**src/rtl/b64d_pkg.sv**
```systemverilog
`default_nettype none
// ---------------------------------------------------------------------------
// b64d_pkg
// Shared types, constants and character helpers for the base64 decoder.
// ---------------------------------------------------------------------------
package b64d_pkg;

    localparam int COUNT_W    = 32;
    localparam int FIFO_DEPTH = 4;
    localparam int FIFO_AW    = $clog2(FIFO_DEPTH);
    localparam int FIFO_CW    = $clog2(FIFO_DEPTH + 1);

    localparam logic [7:0] PAD_CHAR   = 8'h3D;
    localparam logic [7:0] CH_PLUS    = 8'h2B;
    localparam logic [7:0] CH_SLASH   = 8'h2F;
    localparam logic [7:0] CH_SPACE   = 8'h20;
    localparam logic [5:0] SX_PLUS    = 6'd62;
    localparam logic [5:0] SX_SLASH   = 6'd63;
    localparam logic [31:0] COUNT_CLAMP = 32'hFFFF_FFFF;

    typedef enum logic {
        KIND_DATA = 1'b0,
        KIND_END  = 1'b1
    } t_kind;

    typedef enum logic [1:0] {
        ST_OK       = 2'd0,
        ST_INVALID  = 2'd1,
        ST_LEFTOVER = 2'd2
    } t_status;

    // decoded character: six-bit value, flag for a non-alphabet code
    typedef struct packed {
        logic       bad;
        logic [5:0] val;
    } t_sextet;

    // one queued job: a decoded group or an end-of-string report
    typedef struct packed {
        t_kind       kind;
        logic [1:0]  nres;
        logic [7:0]  b0;
        logic [7:0]  b1;
        logic [7:0]  b2;
        t_status     status;
        logic [31:0] count;
    } t_tok;

    typedef struct packed {
        logic full;
        logic empty;
    } t_fifo_stat;

    function automatic t_sextet sextet_of(input logic [7:0] ch);
        t_sextet    r;
        logic [7:0] d;
        r.bad = 1'b0;
        r.val = 6'd0;
        d     = 8'd0;
        if (ch >= 8'h41 && ch <= 8'h5A) begin
            d     = ch - 8'h41;
            r.val = d[5:0];
        end else if (ch >= 8'h61 && ch <= 8'h7A) begin
            d     = ch - 8'h47;
            r.val = d[5:0];
        end else if (ch >= 8'h30 && ch <= 8'h39) begin
            d     = ch + 8'h04;
            r.val = d[5:0];
        end else if (ch == CH_PLUS) begin
            r.val = SX_PLUS;
        end else if (ch == CH_SLASH) begin
            r.val = SX_SLASH;
        end else begin
            r.bad = 1'b1;
        end
        return r;
    endfunction

    function automatic logic is_blank(input logic [7:0] ch);
        return (ch >= 8'h09 && ch <= 8'h0D) || ch == CH_SPACE;
    endfunction

endpackage
`default_nettype wire

```
**src/rtl/b64d_front.sv**
```systemverilog
`default_nettype none
// ---------------------------------------------------------------------------
// b64d_front
// Classifies characters, assembles groups of four and queues decode jobs.
// ---------------------------------------------------------------------------
module b64d_front (
    input  wire logic           i_clk,
    input  wire logic           i_rst_n,
    input  wire logic           i_accept,
    input  wire logic           i_req_type,
    input  wire logic [7:0]     i_char_byte,
    output logic                o_push,
    output b64d_pkg::t_tok      o_tok
);

    localparam int CW = b64d_pkg::COUNT_W;

    logic [1:0]          r_fill, n_fill;
    logic                r_pad, n_pad;
    logic                r_err, n_err;
    logic [CW-1:0]       r_total, n_total;

    b64d_pkg::t_sextet   r_sx    [3];
    logic                r_ispad [3];
    logic                wr_en;

    b64d_pkg::t_sextet   sx;
    logic                ch_pad;
    logic                p2;
    logic                grp_bad;
    logic [1:0]          nb;
    logic [CW:0]         sum;
    logic [63:0]         total_ext;
    logic [31:0]         count_rep;

    always_comb begin
        sx        = b64d_pkg::sextet_of(i_char_byte);
        ch_pad    = (i_char_byte == b64d_pkg::PAD_CHAR);
        p2        = r_ispad[2];
        nb        = 2'd3 - {1'b0, ch_pad} - {1'b0, p2};
        grp_bad   = r_sx[0].bad || r_sx[1].bad
                  || (!(ch_pad && p2) && r_sx[2].bad)
                  || (!ch_pad && !p2 && sx.bad);
        sum       = {1'b0, r_total} + (CW+1)'(nb);
        total_ext = 64'(r_total);
        count_rep = (total_ext > 64'(b64d_pkg::COUNT_CLAMP)) ? b64d_pkg::COUNT_CLAMP
                                                             : total_ext[31:0];

        n_fill  = r_fill;
        n_pad   = r_pad;
        n_err   = r_err;
        n_total = r_total;
        wr_en   = 1'b0;
        o_push  = 1'b0;

        o_tok.kind   = b64d_pkg::KIND_DATA;
        o_tok.nres   = nb;
        o_tok.b0     = {r_sx[0].val, r_sx[1].val[5:4]};
        o_tok.b1     = {r_sx[1].val[3:0], r_sx[2].val[5:2]};
        o_tok.b2     = {r_sx[2].val[1:0], sx.val};
        o_tok.status = b64d_pkg::ST_OK;
        o_tok.count  = 32'd0;

        if (i_accept) begin
            if (i_req_type) begin
                // end of string: report and clear
                o_push      = 1'b1;
                o_tok.kind  = b64d_pkg::KIND_END;
                o_tok.nres  = 2'd1;
                o_tok.count = count_rep;
                if (r_err) begin
                    o_tok.status = b64d_pkg::ST_INVALID;
                end else if (r_fill != 2'd0) begin
                    o_tok.status = b64d_pkg::ST_LEFTOVER;
                    o_tok.count  = 32'd0;
                end
                n_fill  = 2'd0;
                n_pad   = 1'b0;
                n_err   = 1'b0;
                n_total = '0;
            end else if (!r_err && !b64d_pkg::is_blank(i_char_byte)) begin
                if (r_pad) begin
                    n_err = 1'b1;
                end else if (r_fill != 2'd3) begin
                    wr_en  = 1'b1;
                    n_fill = r_fill + 2'd1;
                end else begin
                    n_fill = 2'd0;
                    if (grp_bad) begin
                        n_err = 1'b1;
                    end else begin
                        o_push  = 1'b1;
                        n_pad   = ch_pad || p2;
                        n_total = sum[CW] ? '1 : sum[CW-1:0];
                    end
                end
            end
        end
    end

    always_ff @(posedge i_clk) begin
        if (!i_rst_n) begin
            r_fill  <= 2'd0;
            r_pad   <= 1'b0;
            r_err   <= 1'b0;
            r_total <= '0;
        end else begin
            r_fill  <= n_fill;
            r_pad   <= n_pad;
            r_err   <= n_err;
            r_total <= n_total;
        end
    end

    // group characters carry no reset
    always_ff @(posedge i_clk) begin
        if (wr_en) begin
            r_sx[r_fill]    <= sx;
            r_ispad[r_fill] <= ch_pad;
        end
    end

endmodule
`default_nettype wire

```
**src/rtl/b64d_fifo.sv**
```systemverilog
`default_nettype none
// ---------------------------------------------------------------------------
// b64d_fifo
// Short job queue between the group assembler and the result serialiser.
// ---------------------------------------------------------------------------
module b64d_fifo (
    input  wire logic               i_clk,
    input  wire logic               i_rst_n,
    input  wire logic               i_push,
    input  wire b64d_pkg::t_tok     i_tok,
    input  wire logic               i_pop,
    output b64d_pkg::t_tok          o_head,
    output b64d_pkg::t_fifo_stat    o_stat
);

    localparam int AW = b64d_pkg::FIFO_AW;
    localparam int CW = b64d_pkg::FIFO_CW;

    b64d_pkg::t_tok     r_mem [b64d_pkg::FIFO_DEPTH];
    logic [AW-1:0]      r_wr, n_wr;
    logic [AW-1:0]      r_rd, n_rd;
    logic [CW-1:0]      r_cnt, n_cnt;

    always_comb begin
        o_stat.full  = (r_cnt == CW'(b64d_pkg::FIFO_DEPTH));
        o_stat.empty = (r_cnt == '0);
        o_head       = r_mem[r_rd];
        n_wr  = i_push ? r_wr + AW'(1) : r_wr;
        n_rd  = i_pop  ? r_rd + AW'(1) : r_rd;
        n_cnt = r_cnt + CW'(i_push) - CW'(i_pop);
    end

    always_ff @(posedge i_clk) begin
        if (!i_rst_n) begin
            r_wr  <= '0;
            r_rd  <= '0;
            r_cnt <= '0;
        end else begin
            r_wr  <= n_wr;
            r_rd  <= n_rd;
            r_cnt <= n_cnt;
        end
    end

    always_ff @(posedge i_clk) begin
        if (i_push) begin
            r_mem[r_wr] <= i_tok;
        end
    end

endmodule
`default_nettype wire

```
**src/rtl/b64d_back.sv**
```systemverilog
`default_nettype none
// ---------------------------------------------------------------------------
// b64d_back
// Unrolls each queued job into result words through the output register.
// ---------------------------------------------------------------------------
module b64d_back (
    input  wire logic               i_clk,
    input  wire logic               i_rst_n,
    input  wire b64d_pkg::t_tok     i_head,
    input  wire logic               i_empty,
    output logic                    o_pop,
    input  wire logic               i_stall,
    output logic                    o_valid,
    output logic                    o_out_kind,
    output logic [7:0]              o_data_byte,
    output logic [1:0]              o_status,
    output logic [31:0]             o_byte_count,
    output logic                    o_last
);

    logic [1:0]  r_idx, n_idx;
    logic        r_valid, n_valid;
    logic        load;
    logic        idx_last;
    logic [7:0]  sel_byte;

    always_comb begin
        load     = !i_empty && (!r_valid || !i_stall);
        idx_last = (r_idx == i_head.nres - 2'd1);
        o_pop    = load && idx_last;
        case (r_idx)
            2'd0:    sel_byte = i_head.b0;
            2'd1:    sel_byte = i_head.b1;
            default: sel_byte = i_head.b2;
        endcase
        n_idx   = r_idx;
        n_valid = r_valid;
        if (load) begin
            n_valid = 1'b1;
            n_idx   = idx_last ? 2'd0 : r_idx + 2'd1;
        end else if (!i_stall) begin
            n_valid = 1'b0;
        end
    end

    always_ff @(posedge i_clk) begin
        if (!i_rst_n) begin
            r_idx   <= 2'd0;
            r_valid <= 1'b0;
        end else begin
            r_idx   <= n_idx;
            r_valid <= n_valid;
        end
    end

    always_ff @(posedge i_clk) begin
        if (load) begin
            o_out_kind <= i_head.kind;
            o_last     <= idx_last;
            if (i_head.kind == b64d_pkg::KIND_END) begin
                o_data_byte  <= 8'd0;
                o_status     <= i_head.status;
                o_byte_count <= i_head.count;
            end else begin
                o_data_byte  <= sel_byte;
                o_status     <= b64d_pkg::ST_OK;
                o_byte_count <= 32'd0;
            end
        end
    end

    assign o_valid = r_valid;

endmodule
`default_nettype wire

```
**src/rtl/base64_stream_decoder.sv**
```systemverilog
`default_nettype none
// ---------------------------------------------------------------------------
// base64_stream_decoder
// Streaming base64 decoder, standard alphabet, with end-of-string status.
// ---------------------------------------------------------------------------
// One character word is taken every clock cycle while o_stall is low. The
// front end drops whitespace, gathers four characters and decodes the group
// in the cycle its fourth character arrives; it queues either a group of one
// to three bytes or, on an end-of-string word, a status report. The back end
// drains the four-entry queue one result word per cycle while i_stall is low,
// through a registered output, so a three-byte group gives three words. Input
// stalls only when that queue is full, so with i_stall low the sustained
// throughput is one character per cycle. The completing character's first byte
// passes through the queue and the output register. Results: data words
// (out_kind 0), one end status (out_kind 1, status, saturated byte_count); last
// marks each word's final result; later characters after an error are ignored.
// ---------------------------------------------------------------------------
module base64_stream_decoder (
    input  wire logic           i_clk,
    input  wire logic           i_rst_n,
    input  wire logic           i_valid,
    output logic                o_stall,
    input  wire logic           i_req_type,
    input  wire logic [7:0]     i_char_byte,
    output logic                o_valid,
    input  wire logic           i_stall,
    output logic                o_out_kind,
    output logic [7:0]          o_data_byte,
    output logic [1:0]          o_status,
    output logic [31:0]         o_byte_count,
    output logic                o_last
);

    logic                   accept;
    logic                   push;
    logic                   pop;
    b64d_pkg::t_tok         tok;
    b64d_pkg::t_tok         head;
    b64d_pkg::t_fifo_stat   fstat;

    // hold the input while the job queue is full
    assign o_stall = fstat.full;
    assign accept  = i_valid && !o_stall;

    b64d_front u_front (
        .i_clk       (i_clk),
        .i_rst_n     (i_rst_n),
        .i_accept    (accept),
        .i_req_type  (i_req_type),
        .i_char_byte (i_char_byte),
        .o_push      (push),
        .o_tok       (tok)
    );

    b64d_fifo u_fifo (
        .i_clk   (i_clk),
        .i_rst_n (i_rst_n),
        .i_push  (push),
        .i_tok   (tok),
        .i_pop   (pop),
        .o_head  (head),
        .o_stat  (fstat)
    );

    b64d_back u_back (
        .i_clk        (i_clk),
        .i_rst_n      (i_rst_n),
        .i_head       (head),
        .i_empty      (fstat.empty),
        .o_pop        (pop),
        .i_stall      (i_stall),
        .o_valid      (o_valid),
        .o_out_kind   (o_out_kind),
        .o_data_byte  (o_data_byte),
        .o_status     (o_status),
        .o_byte_count (o_byte_count),
        .o_last       (o_last)
    );

    // queue never written when full nor read when empty
    a_no_overflow: assert property (@(posedge i_clk) disable iff (!i_rst_n)
        push |-> !fstat.full)
        else $error("job pushed into full queue");

    a_no_underflow: assert property (@(posedge i_clk) disable iff (!i_rst_n)
        pop |-> !fstat.empty)
        else $error("job popped from empty queue");

    // an end-of-string word reaches the queue in the cycle it is taken
    a_end_queued: assert property (@(posedge i_clk) disable iff (!i_rst_n)
        (accept && i_req_type) |-> push)
        else $error("end-of-string word not queued");

    // an end status is always the sole, final result of its word
    a_end_last: assert property (@(posedge i_clk) disable iff (!i_rst_n)
        (o_valid && o_out_kind) |-> (o_last && o_data_byte == 8'd0))
        else $error("end status not marked last");

endmodule
`default_nettype wire
```
**config.mk**
```make
export PLATFORM = sky130hd
export DESIGN_NAME = base64_stream_decoder
export DESIGN_NICKNAME = d
export VERILOG_FILES = /design/src/rtl/b64d_pkg.sv /design/src/rtl/b64d_front.sv /design/src/rtl/b64d_fifo.sv /design/src/rtl/b64d_back.sv /design/src/rtl/base64_stream_decoder.sv
export SDC_FILE = /design/constraint.sdc
export NUM_CORES = 1
export LEC_CHECK = 0
export BUFFER_PORTS_ARGS = -buffer_cell sky130_fd_sc_hd__buf_2
export CAP_MARGIN = 40
export CELL_PAD_IN_SITES_DETAIL_PLACEMENT = 1
export CELL_PAD_IN_SITES_GLOBAL_PLACEMENT = 1
export CORE_UTILIZATION = 30
export DETAILED_ROUTE_END_ITERATION = 10
export PLACE_DENSITY = 0.47
export SLEW_MARGIN = 20
export SYNTH_ARGS = -nofsm -noshare
export SYNTH_HDL_FRONTEND = slang
export SYNTH_SLANG_ARGS = --single-unit
```
**constraint.sdc**
```tcl
create_clock -name i_clk -period 5.1 [get_ports i_clk]
set_input_delay 1.02 -clock i_clk [delete_from_list [all_inputs] [get_ports i_clk]]
set_output_delay 1.02 -clock i_clk [all_outputs]
set_load 0.03 [all_outputs]
```
After elaboration in Yosys (flattened, before gate mapping)

Memory sizes are Yosys's and may differ from the RTL's. A register that Yosys moved wholly into a read port is not among the register bits.
Cells that the tools add are included.

Add/subtract/negate cells: 13
$lt $le $gt $ge: 8
Equal/unequal tests: 13
Muxes and demuxes: 58
Reduce and logical (&&, ||, !) cells: 36

Operators with widths:

| operator              | count |
|---|---|
| $mux W32              | 7 |
| $mux W34              | 3 |
| $add A32 B2 Y33       | 1 |
| $eq A8 B6 Y1 const B  | 4 |
| $mux W1               | 32 |
| $mux W6               | 5 |
| $ge A8 B7 Y1 const B  | 2 |
| $le A8 B7 Y1 const B  | 2 |
| $mux W2               | 8 |
| $pmux W8 S2           | 1 |
| $logic_and A1 B1 Y1   | 12 |
| $logic_not A1 Y1      | 9 |
| $add A2 B1 Y2 const B | 4 |
| $ge A8 B4 Y1 const B  | 1 |
| $ge A8 B6 Y1 const B  | 1 |
| $le A8 B4 Y1 const B  | 1 |
| $le A8 B6 Y1 const B  | 1 |
| $ne A2 B2 Y1 const B  | 4 |
| $add A6 B3 Y6 const B | 1 |
| $logic_or A1 B1 Y1    | 6 |
| $mux W3               | 2 |
| $sub A6 B1 Y6 const B | 1 |
| $sub A6 B3 Y6 const B | 1 |
| $reduce_and A5 Y1     | 1 |
| other kinds (17)      | 18 |

Bits in registers: 90
RAM bits: 268
Input bits: 13
Output and inout bits: 46
Logic and storage cells: 145
Memories: 3

Memory list:

| name            | depth | bits a word | read ports | clocked after Yosys merged registers in | write ports | RTL line         | source |
|---|---|---|---|---|---|---|---|
| u_fifo.r_mem    | 4     | 61          | 1          | 1                                       | 1           | b64d_fifo.sv:19  | `b64d_pkg::t_tok r_mem [b64d_pkg::FIFO_DEPTH];` |
| u_front.r_sx    | 3     | 7           | 3          | 0                                       | 1           | b64d_front.sv:23 | `b64d_pkg::t_sextet r_sx [3];` |
| u_front.r_ispad | 3     | 1           | 1          | 0                                       | 1           | b64d_front.sv:24 | `logic r_ispad [3];` |

Depth between registers and ports, before layout

Word-level depth: 16
Gate-level depth with buffers: 21
Mapped depth without buffers: 19

Cells and area by module

A second synthesis with hierarchy kept.

Cell total of the unflattened synthesis: 942
Area total of the unflattened synthesis: 15185.8 um^2

Modules (own cells, without submodules):

| module                | instances | cells each | area an instance (um^2) | seq. area each (um^2) |
|---|---|---|---|---|
| b64d_fifo             | 1         | 362        | 9312.7                  | 7507.2 |
| b64d_front            | 1         | 448        | 3978.8                  | 1381.3 |
| b64d_back             | 1         | 131        | 1880.6                  | 1381.3 |
| base64_stream_decoder | 1         | 1          | 13.8                    | 0.0 |

Worst setup path after synthesis

Ideal clock, no wire load.

Kind: input -> register
Start point: input i_char_byte[6]
End point: memory u_fifo.r_mem[0][0] (netlist bit), enable pin
Library setup time: 0.426 ns
Arrival time: 4.197 ns
Required time: 4.674 ns
Setup slack: 0.477 ns
Stages: 10
Buffers on the path: 0
Cells stage by stage: or2_1 -> nor2_1 -> nand3_1 -> inv_1 -> ha_1 -> inv_1 -> a211oi_1 -> nor2_1 -> a21oi_1 -> and3_1

Elaborated cells on any way between the ends: 40
Those cells by class: 8 x order compare; 4 x eq/ne; 13 x mux; 15 x reduce/logical

RTL lines:

| element                         | RTL line                    | source |
|---|---|---|
| start: declaration              | base64_stream_decoder.sv:24 | `input wire logic [7:0] i_char_byte,` |
| $eq A8 B6 Y1 *                  | b64d_front.sv:38            | `ch_pad = (i_char_byte == b64d_pkg::PAD_CHAR);` |
| net u_front.ch_pad              | b64d_front.sv:28            | `logic ch_pad;` |
| $logic_and A1 B1 Y1             | b64d_front.sv:42            | `\|\| (!(ch_pad && p2) && r_sx[2].bad)` |
| $logic_not A1 Y1                | b64d_front.sv:42            |  |
| $logic_and A1 B1 Y1             | b64d_front.sv:42            |  |
| $logic_or A1 B1 Y1              | b64d_front.sv:42            |  |
| $logic_or A1 B1 Y1 *            | b64d_front.sv:43            | `\|\| (!ch_pad && !p2 && sx.bad);` |
| $mux W1 *                       | b64d_front.sv:89            | `if (grp_bad) begin` |
| $mux W1 *                       | b64d_front.sv:84            | `end else if (r_fill != 2'd3) begin` |
| $mux W1 *                       | b64d_front.sv:82            | `if (r_pad) begin` |
| $mux W1 *                       | b64d_front.sv:81            | `end else if (!r_err && !b64d_pkg::is_blank(i_char_byte)) begin` |
| $mux W1 *                       | b64d_front.sv:65            | `if (i_req_type) begin` |
| $mux W1 *                       | b64d_front.sv:64            | `if (i_accept) begin` |
| $mux W1 *                       | b64d_fifo.sv:46             | `if (i_push) begin` |
| $mux W1 (implied by the code) * | b64d_fifo.sv:47             | `r_mem[r_wr] <= i_tok;` |
| end: declaration                | b64d_fifo.sv:19             |  |

Mark *: on every way through the listed nets, which the timed path passes. The rest lies on a longest branch.

Worst setup path after layout

Start point: input i_char_byte[6]
End point: register u_fifo.r_cnt[2]

Elaborated cells on any way between the ends: 40
Those cells by class: 2 x add/sub; 8 x order compare; 4 x eq/ne; 11 x mux; 15 x reduce/logical

RTL lines:

| element                | RTL line         | source |
|---|---|---|
| $eq A8 B6 Y1 *         | b64d_front.sv:38 |  |
| net u_front.ch_pad     | b64d_front.sv:28 |  |
| $logic_and A1 B1 Y1    | b64d_front.sv:42 |  |
| $logic_not A1 Y1       | b64d_front.sv:42 |  |
| $logic_and A1 B1 Y1    | b64d_front.sv:42 |  |
| $logic_or A1 B1 Y1     | b64d_front.sv:42 |  |
| $logic_or A1 B1 Y1 *   | b64d_front.sv:43 |  |
| $mux W1 *              | b64d_front.sv:89 |  |
| $mux W1 *              | b64d_front.sv:84 |  |
| $mux W1 *              | b64d_front.sv:82 |  |
| $mux W1 *              | b64d_front.sv:81 |  |
| $mux W1 *              | b64d_front.sv:65 |  |
| $mux W1 *              | b64d_front.sv:64 |  |
| $add A3 B1 Y3 *        | b64d_fifo.sv:30  | `n_cnt = r_cnt + CW'(i_push) - CW'(i_pop);` |
| $sub A3 B1 Y3 *        | b64d_fifo.sv:30  |  |
| end signal: assignment | b64d_fifo.sv:41  | `r_cnt <= n_cnt;` |
| end: declaration       | b64d_fifo.sv:22  | `logic [CW-1:0] r_cnt, n_cnt;` |

Marks and branches as above.
A chain may end at the register's enable or synchronous reset.

==> flow_summary.html <==
<table>
<tr><th>Metric</th><th>Value</th></tr>
<tr><th colspan="2">Pwr</th></tr>
<tr><td>VDD IR max</td><td>0.244 mV</td></tr>
<tr><td>Static Leak</td><td>0.00582 µW</td></tr>
<tr><td>Power Dens Cells</td><td>457 mW/mm²</td></tr>
<tr><th colspan="2">Hold path</th></tr>
<tr><td>Tightest Hold Check Type</td><td>register to register</td></tr>
<tr><td>Destination of the worst hold path</td><td>u_back.o_valid</td></tr>
<tr><td>Hold Path Cell Cnt</td><td>2</td></tr>
<tr><td>Hold path startpoint</td><td>u_back.o_valid</td></tr>
<tr><th colspan="2">Setup path</th></tr>
<tr><td>CP Launch Type</td><td>input pin</td></tr>
<tr><td>Required arrival time at the worst endpoint</td><td>5540 ps</td></tr>
<tr><td>Largest fanout of any net on the critical path</td><td>11</td></tr>
<tr><td>Depth of the worst register-to-register path</td><td>12</td></tr>
<tr><td>Worst Path Arrival</td><td>4420 ps</td></tr>
<tr><td>Worst Setup End Kind</td><td>register</td></tr>
<tr><td>Worst flop-to-flop path endpoint</td><td>u_fifo.r_cnt[2]</td></tr>
<tr><td>Kind of critical path</td><td>input pin to register</td></tr>
<tr><td>R2R Setup Slk</td><td>1660 ps</td></tr>
<tr><th colspan="2">Die</th></tr>
<tr><td>Overall die area</td><td>0.0509 mm²</td></tr>
<tr><td>Height of the chip</td><td>226 µm</td></tr>
<tr><td>Starting utilization of the core area</td><td>30.5%</td></tr>
<tr><td>Placeable core region</td><td>0.0492 mm²</td></tr>
<tr><td>Placement row count</td><td>81</td></tr>
<tr><td>Number of top-level pins</td><td>59</td></tr>
<tr><td>Die width</td><td>226 µm</td></tr>
<tr><th colspan="2">Placed design</th></tr>
<tr><td>DP HPWL</td><td>22900 µm</td></tr>
<tr><td>Placed standard-cell area</td><td>0.0162 mm²</td></tr>
<tr><td>IO Port Bufs</td><td>58</td></tr>
<tr><td>Weighted congestion reported at the end of routability-driven placement</td><td>0.774</td></tr>
<tr><td>Minimum setup slack after placement</td><td>561 ps</td></tr>
<tr><th colspan="2">Global routing</th></tr>
<tr><td>Vias in the first global route</td><td>9117</td></tr>
<tr><td>Number of antenna violations at the first check in global routing</td><td>0</td></tr>
<tr><td>Most crowded layer after global routing</td><td>met2</td></tr>
<tr><td>Met1 usage</td><td>20.8%</td></tr>
<tr><td>Overall overflow remaining after global route</td><td>0</td></tr>
<tr><td>Wire length of the first global-routing pass</td><td>56800 µm</td></tr>
<tr><td>Met2 layer usage reported by global route</td><td>24.0%</td></tr>
<tr><td>Pin count of the biggest net entering global routing</td><td>48</td></tr>
<tr><td>Met3 track demand over resource</td><td>2.63%</td></tr>
<tr><td>GRT Util Overall</td><td>14.9%</td></tr>
<tr><th colspan="2">Yosys</th></tr>
<tr><td>Register bit total from synthesis</td><td>358</td></tr>
<tr><td>Cell taking the most area after synthesis</td><td>edfxtp_1</td></tr>
<tr><td>Number of enable-type register cells in the synthesized netlist</td><td>310</td></tr>
<tr><td>Mux share of post-synthesis cell area</td><td>9.29%</td></tr>
<tr><td>Cell count after synthesis</td><td>948</td></tr>
<tr><td>Most frequently used flop master after synthesis</td><td>edfxtp_1</td></tr>
<tr><td>Compound-gate portion of the synthesized area</td><td>7.85%</td></tr>
<tr><td>Dominant combinational cell family by area after synthesis</td><td>multiplexers</td></tr>
<tr><td>Share of the synthesized netlist area taken by xor and xnor gates</td><td>0.701%</td></tr>
<tr><td>Average size of a mapped cell</td><td>15.8 µm²</td></tr>
<tr><td>Post-synthesis sequential area ratio</td><td>68.5%</td></tr>
<tr><td>Cell area after synthesis</td><td>0.0150 mm²</td></tr>
<tr><td>Area share of the largest cell type after synthesis</td><td>62.1%</td></tr>
<tr><td>Async set-or-reset flop fraction in the synthesized netlist</td><td>0%</td></tr>
<tr><td>Synthesized-area fraction occupied by and/or/nand/nor cells</td><td>8.82%</td></tr>
<tr><td>Total number of yosys warnings</td><td>0</td></tr>
<tr><td>Nets in the synthesized netlist</td><td>987</td></tr>
<tr><td>Distinct cell type count after synthesis</td><td>75</td></tr>
<tr><td>Adder and majority cell fraction of the synthesized area</td><td>2.27%</td></tr>
<tr><td>Leading post-synthesis cells by cell area</td><td>edfxtp_1 62%, mux4_2 9.2%, dfxtp_1 6.4%</td></tr>
<tr><th colspan="2">Detailed routing</th></tr>
<tr><td>Total number of vias</td><td>8393</td></tr>
<tr><td>DR vias/cell</td><td>4.84</td></tr>
<tr><td>Number of iterations in the first detailed-routing pass</td><td>6</td></tr>
<tr><td>1st-iter DRT viols</td><td>422</td></tr>
<tr><td>Routed wire per std cell</td><td>21.0 µm</td></tr>
<tr><td>Overall routed net length</td><td>36400 µm</td></tr>
<tr><td>Antenna viol nets, final</td><td>0</td></tr>
<tr><td>Number of remaining DRC errors</td><td>0</td></tr>
<tr><th colspan="2">CTS</th></tr>
<tr><td>Post-cts repair resize count</td><td>0</td></tr>
<tr><td>Clk sink count</td><td>358</td></tr>
<tr><td>CTS Root Buffer Type</td><td>clkbuf_16</td></tr>
<tr><td>CTS tree</td><td>built</td></tr>
<tr><td>Insertion delay to the later sink of the worst-skew pair</td><td>560 ps</td></tr>
<tr><td>CTS H-tree lvls</td><td>2</td></tr>
<tr><td>Clk pin slew, worst setup/hold paths</td><td>50 ps</td></tr>
<tr><td>Maximum buffer depth of the clock tree</td><td>3</td></tr>
<tr><td>Cts-stage hold buffer count</td><td>0</td></tr>
<tr><td>TritonCTS buffer count</td><td>40</td></tr>
<tr><td>Number of setup buffers added after CTS</td><td>0</td></tr>
<tr><th colspan="2">STA</th></tr>
<tr><td># setup viols final</td><td>0</td></tr>
<tr><td>Final hold slack</td><td>478 ps</td></tr>
<tr><td>Final worst-path setup slack</td><td>1110 ps</td></tr>
<tr><td>Count of final hold-check violations</td><td>0</td></tr>
<tr><td>Measured slew at the worst slew-check pin</td><td>874 ps</td></tr>
<tr><td>Final Critical Period</td><td>3990 ps</td></tr>
<tr><td>Max frequency</td><td>251 MHz</td></tr>
<tr><td>Setup_tns</td><td>0 ps</td></tr>
<tr><td>Worst slew margin relative to its limit</td><td>41.8%</td></tr>
<tr><td>Max-slew violation count</td><td>0</td></tr>
<tr><td>Setup repair after global routing missed its margin</td><td>false</td></tr>
<tr><td>Final setup skew</td><td>20.7 ps</td></tr>
<tr><td>Final cycle utilization of the critical path</td><td>78.2%</td></tr>
<tr><th colspan="2">Layout</th></tr>
<tr><td>Final net count</td><td>1076</td></tr>
<tr><td>Number of antenna diodes</td><td>0</td></tr>
<tr><td>Area growth from synthesis to layout</td><td>17.4%</td></tr>
<tr><td>Finished Cell Area</td><td>0.0176 mm²</td></tr>
<tr><td>Final cell utilization of the core</td><td>35.8%</td></tr>
<tr><td>Layout cells sized above 1</td><td>23.2%</td></tr>
<tr><th colspan="2">Run</th></tr>
<tr><td>Max-Cap Viols</td><td>0</td></tr>
<tr><th colspan="2">Status</th></tr>
<tr><td>Outcome</td><td>finished, final reports clean</td></tr>
</table>
[Yosys cell counts (5+ instances only)]
cell and number:
clkbuf_1 22, and2_1 61, a21oi_1 30, buf_2 13
nand3_1 19, a22oi_1 8, buf_6 5, xnor2_1 8
dfxtp_1 48, edfxtp_1 310, ha_1 24, o221a_1 9
a31oi_1 13, nand4_1 8, nor3_1 31, o21ai_0 32
nand2_1 45, and3_1 12, o21ai_1 6, inv_1 40
o31ai_1 8, a211oi_1 5, nor2_1 38, mux4_2 61
nor4_1 8
[sequential cells by signal, summed over array words and instances, names as in the netlist, 3 cells and up, named ones only]
| name | flops |
|---|---|
| u_back.o_data_byte | 8 |
| u_back.o_byte_count | 32 |
| u_fifo.r_cnt | 3 |
| u_fifo.r_mem | 244 |
| u_front.r_sx | 21 |
| u_front.count_rep | 32 |
[worst max-delay path by stage]
stage	startpoint	to	slack, ps	cells after the start
floorplan	i_char_byte[6]	u_fifo.r_mem[0][0]	480	10
global placement	i_char_byte[6]	u_fifo.r_cnt[2]	650	20
detailed placement	i_char_byte[6]	u_fifo.r_cnt[2]	560	20
CTS	i_char_byte[6]	u_fifo.r_cnt[2]	1140	20
global route	i_char_byte[6]	u_fifo.r_cnt[2]	810	20
finish	i_char_byte[6]	u_fifo.r_cnt[2]	1110	20
[cell usage in the layout (no fill, tap or decap), drive strengths merged, types with 11 or more instances in the layout]
| master | n |
|---|---|
| inv | 43 |
| clkbuf | 54 |
| nand2 | 45 |
| nor2 | 40 |
| and3 | 12 |
| edfxtp | 310 |
| nor3 | 31 |
| buf | 92 |
| o21ai | 39 |
| clkinv | 11 |
| a31oi | 14 |
| and2 | 63 |
| dfxtp | 48 |
| mux4 | 61 |
| ha | 24 |
| a21oi | 30 |
| nand3 | 20 |
[cell type report]
type | instances | area, µm²
sequential | 358 | 10300
clock inverter | 20 | 239
inverter | 42 | 158
clock buffer | 54 | 1100
tap | 664 | 831
multi-input combinational | 503 | 4350
fill | 5011 | 31500
timing repair buffer | 92 | 651
[critical path, cell delays in order]
cell and delay [ps]:
buf_2 120, or2_1 270, nor2_1 160, nand3_1 160
inv_1 120, ha_1 170, inv_1 90, a211oi_1 380
nor2_1 110, a21o_2 230, nor2_4 110, inv_2 140
ha_1 320, inv_1 70, ha_1 130, inv_1 50
fa_1 400, xor2_1 170, xnor2_1 140, nor2_1 60
[layer usage]
metal | vias up | share of wire [%]
met2 | 125 | 47
li1 | 3902 | -
met3 | 31 | 4.2
met4 | 0 | 1.4
met5 | - | 0
met1 | 4335 | 47
[stage by stage]
step,total power [µW],cells
finish,8050,1733
global route,8410,1733
detailed placement,5200,1658
floorplan,4700,948
global placement,5180,1653
CTS,8200,1732
[power by group]
group          switching [µW]  internal, µW  leakage [µW]
logic                     977           502       0.00192
clock network            1170          1780      0.000649
registers                 116          3510       0.00325
[cells by family (layout without fill, tap and decap cells)]
logic type                 Yosys count  in the layout
and+or+nand+nor                    246            246
adders and majority gates           26             26
muxes                               63             63
AOI/OAI and AO/OA                  156            156
DFF                                358            358
buffers and inverters               87            208
xor gates and xnor gates            12             12
Note: power is estimated with default switching activity, not from simulation.
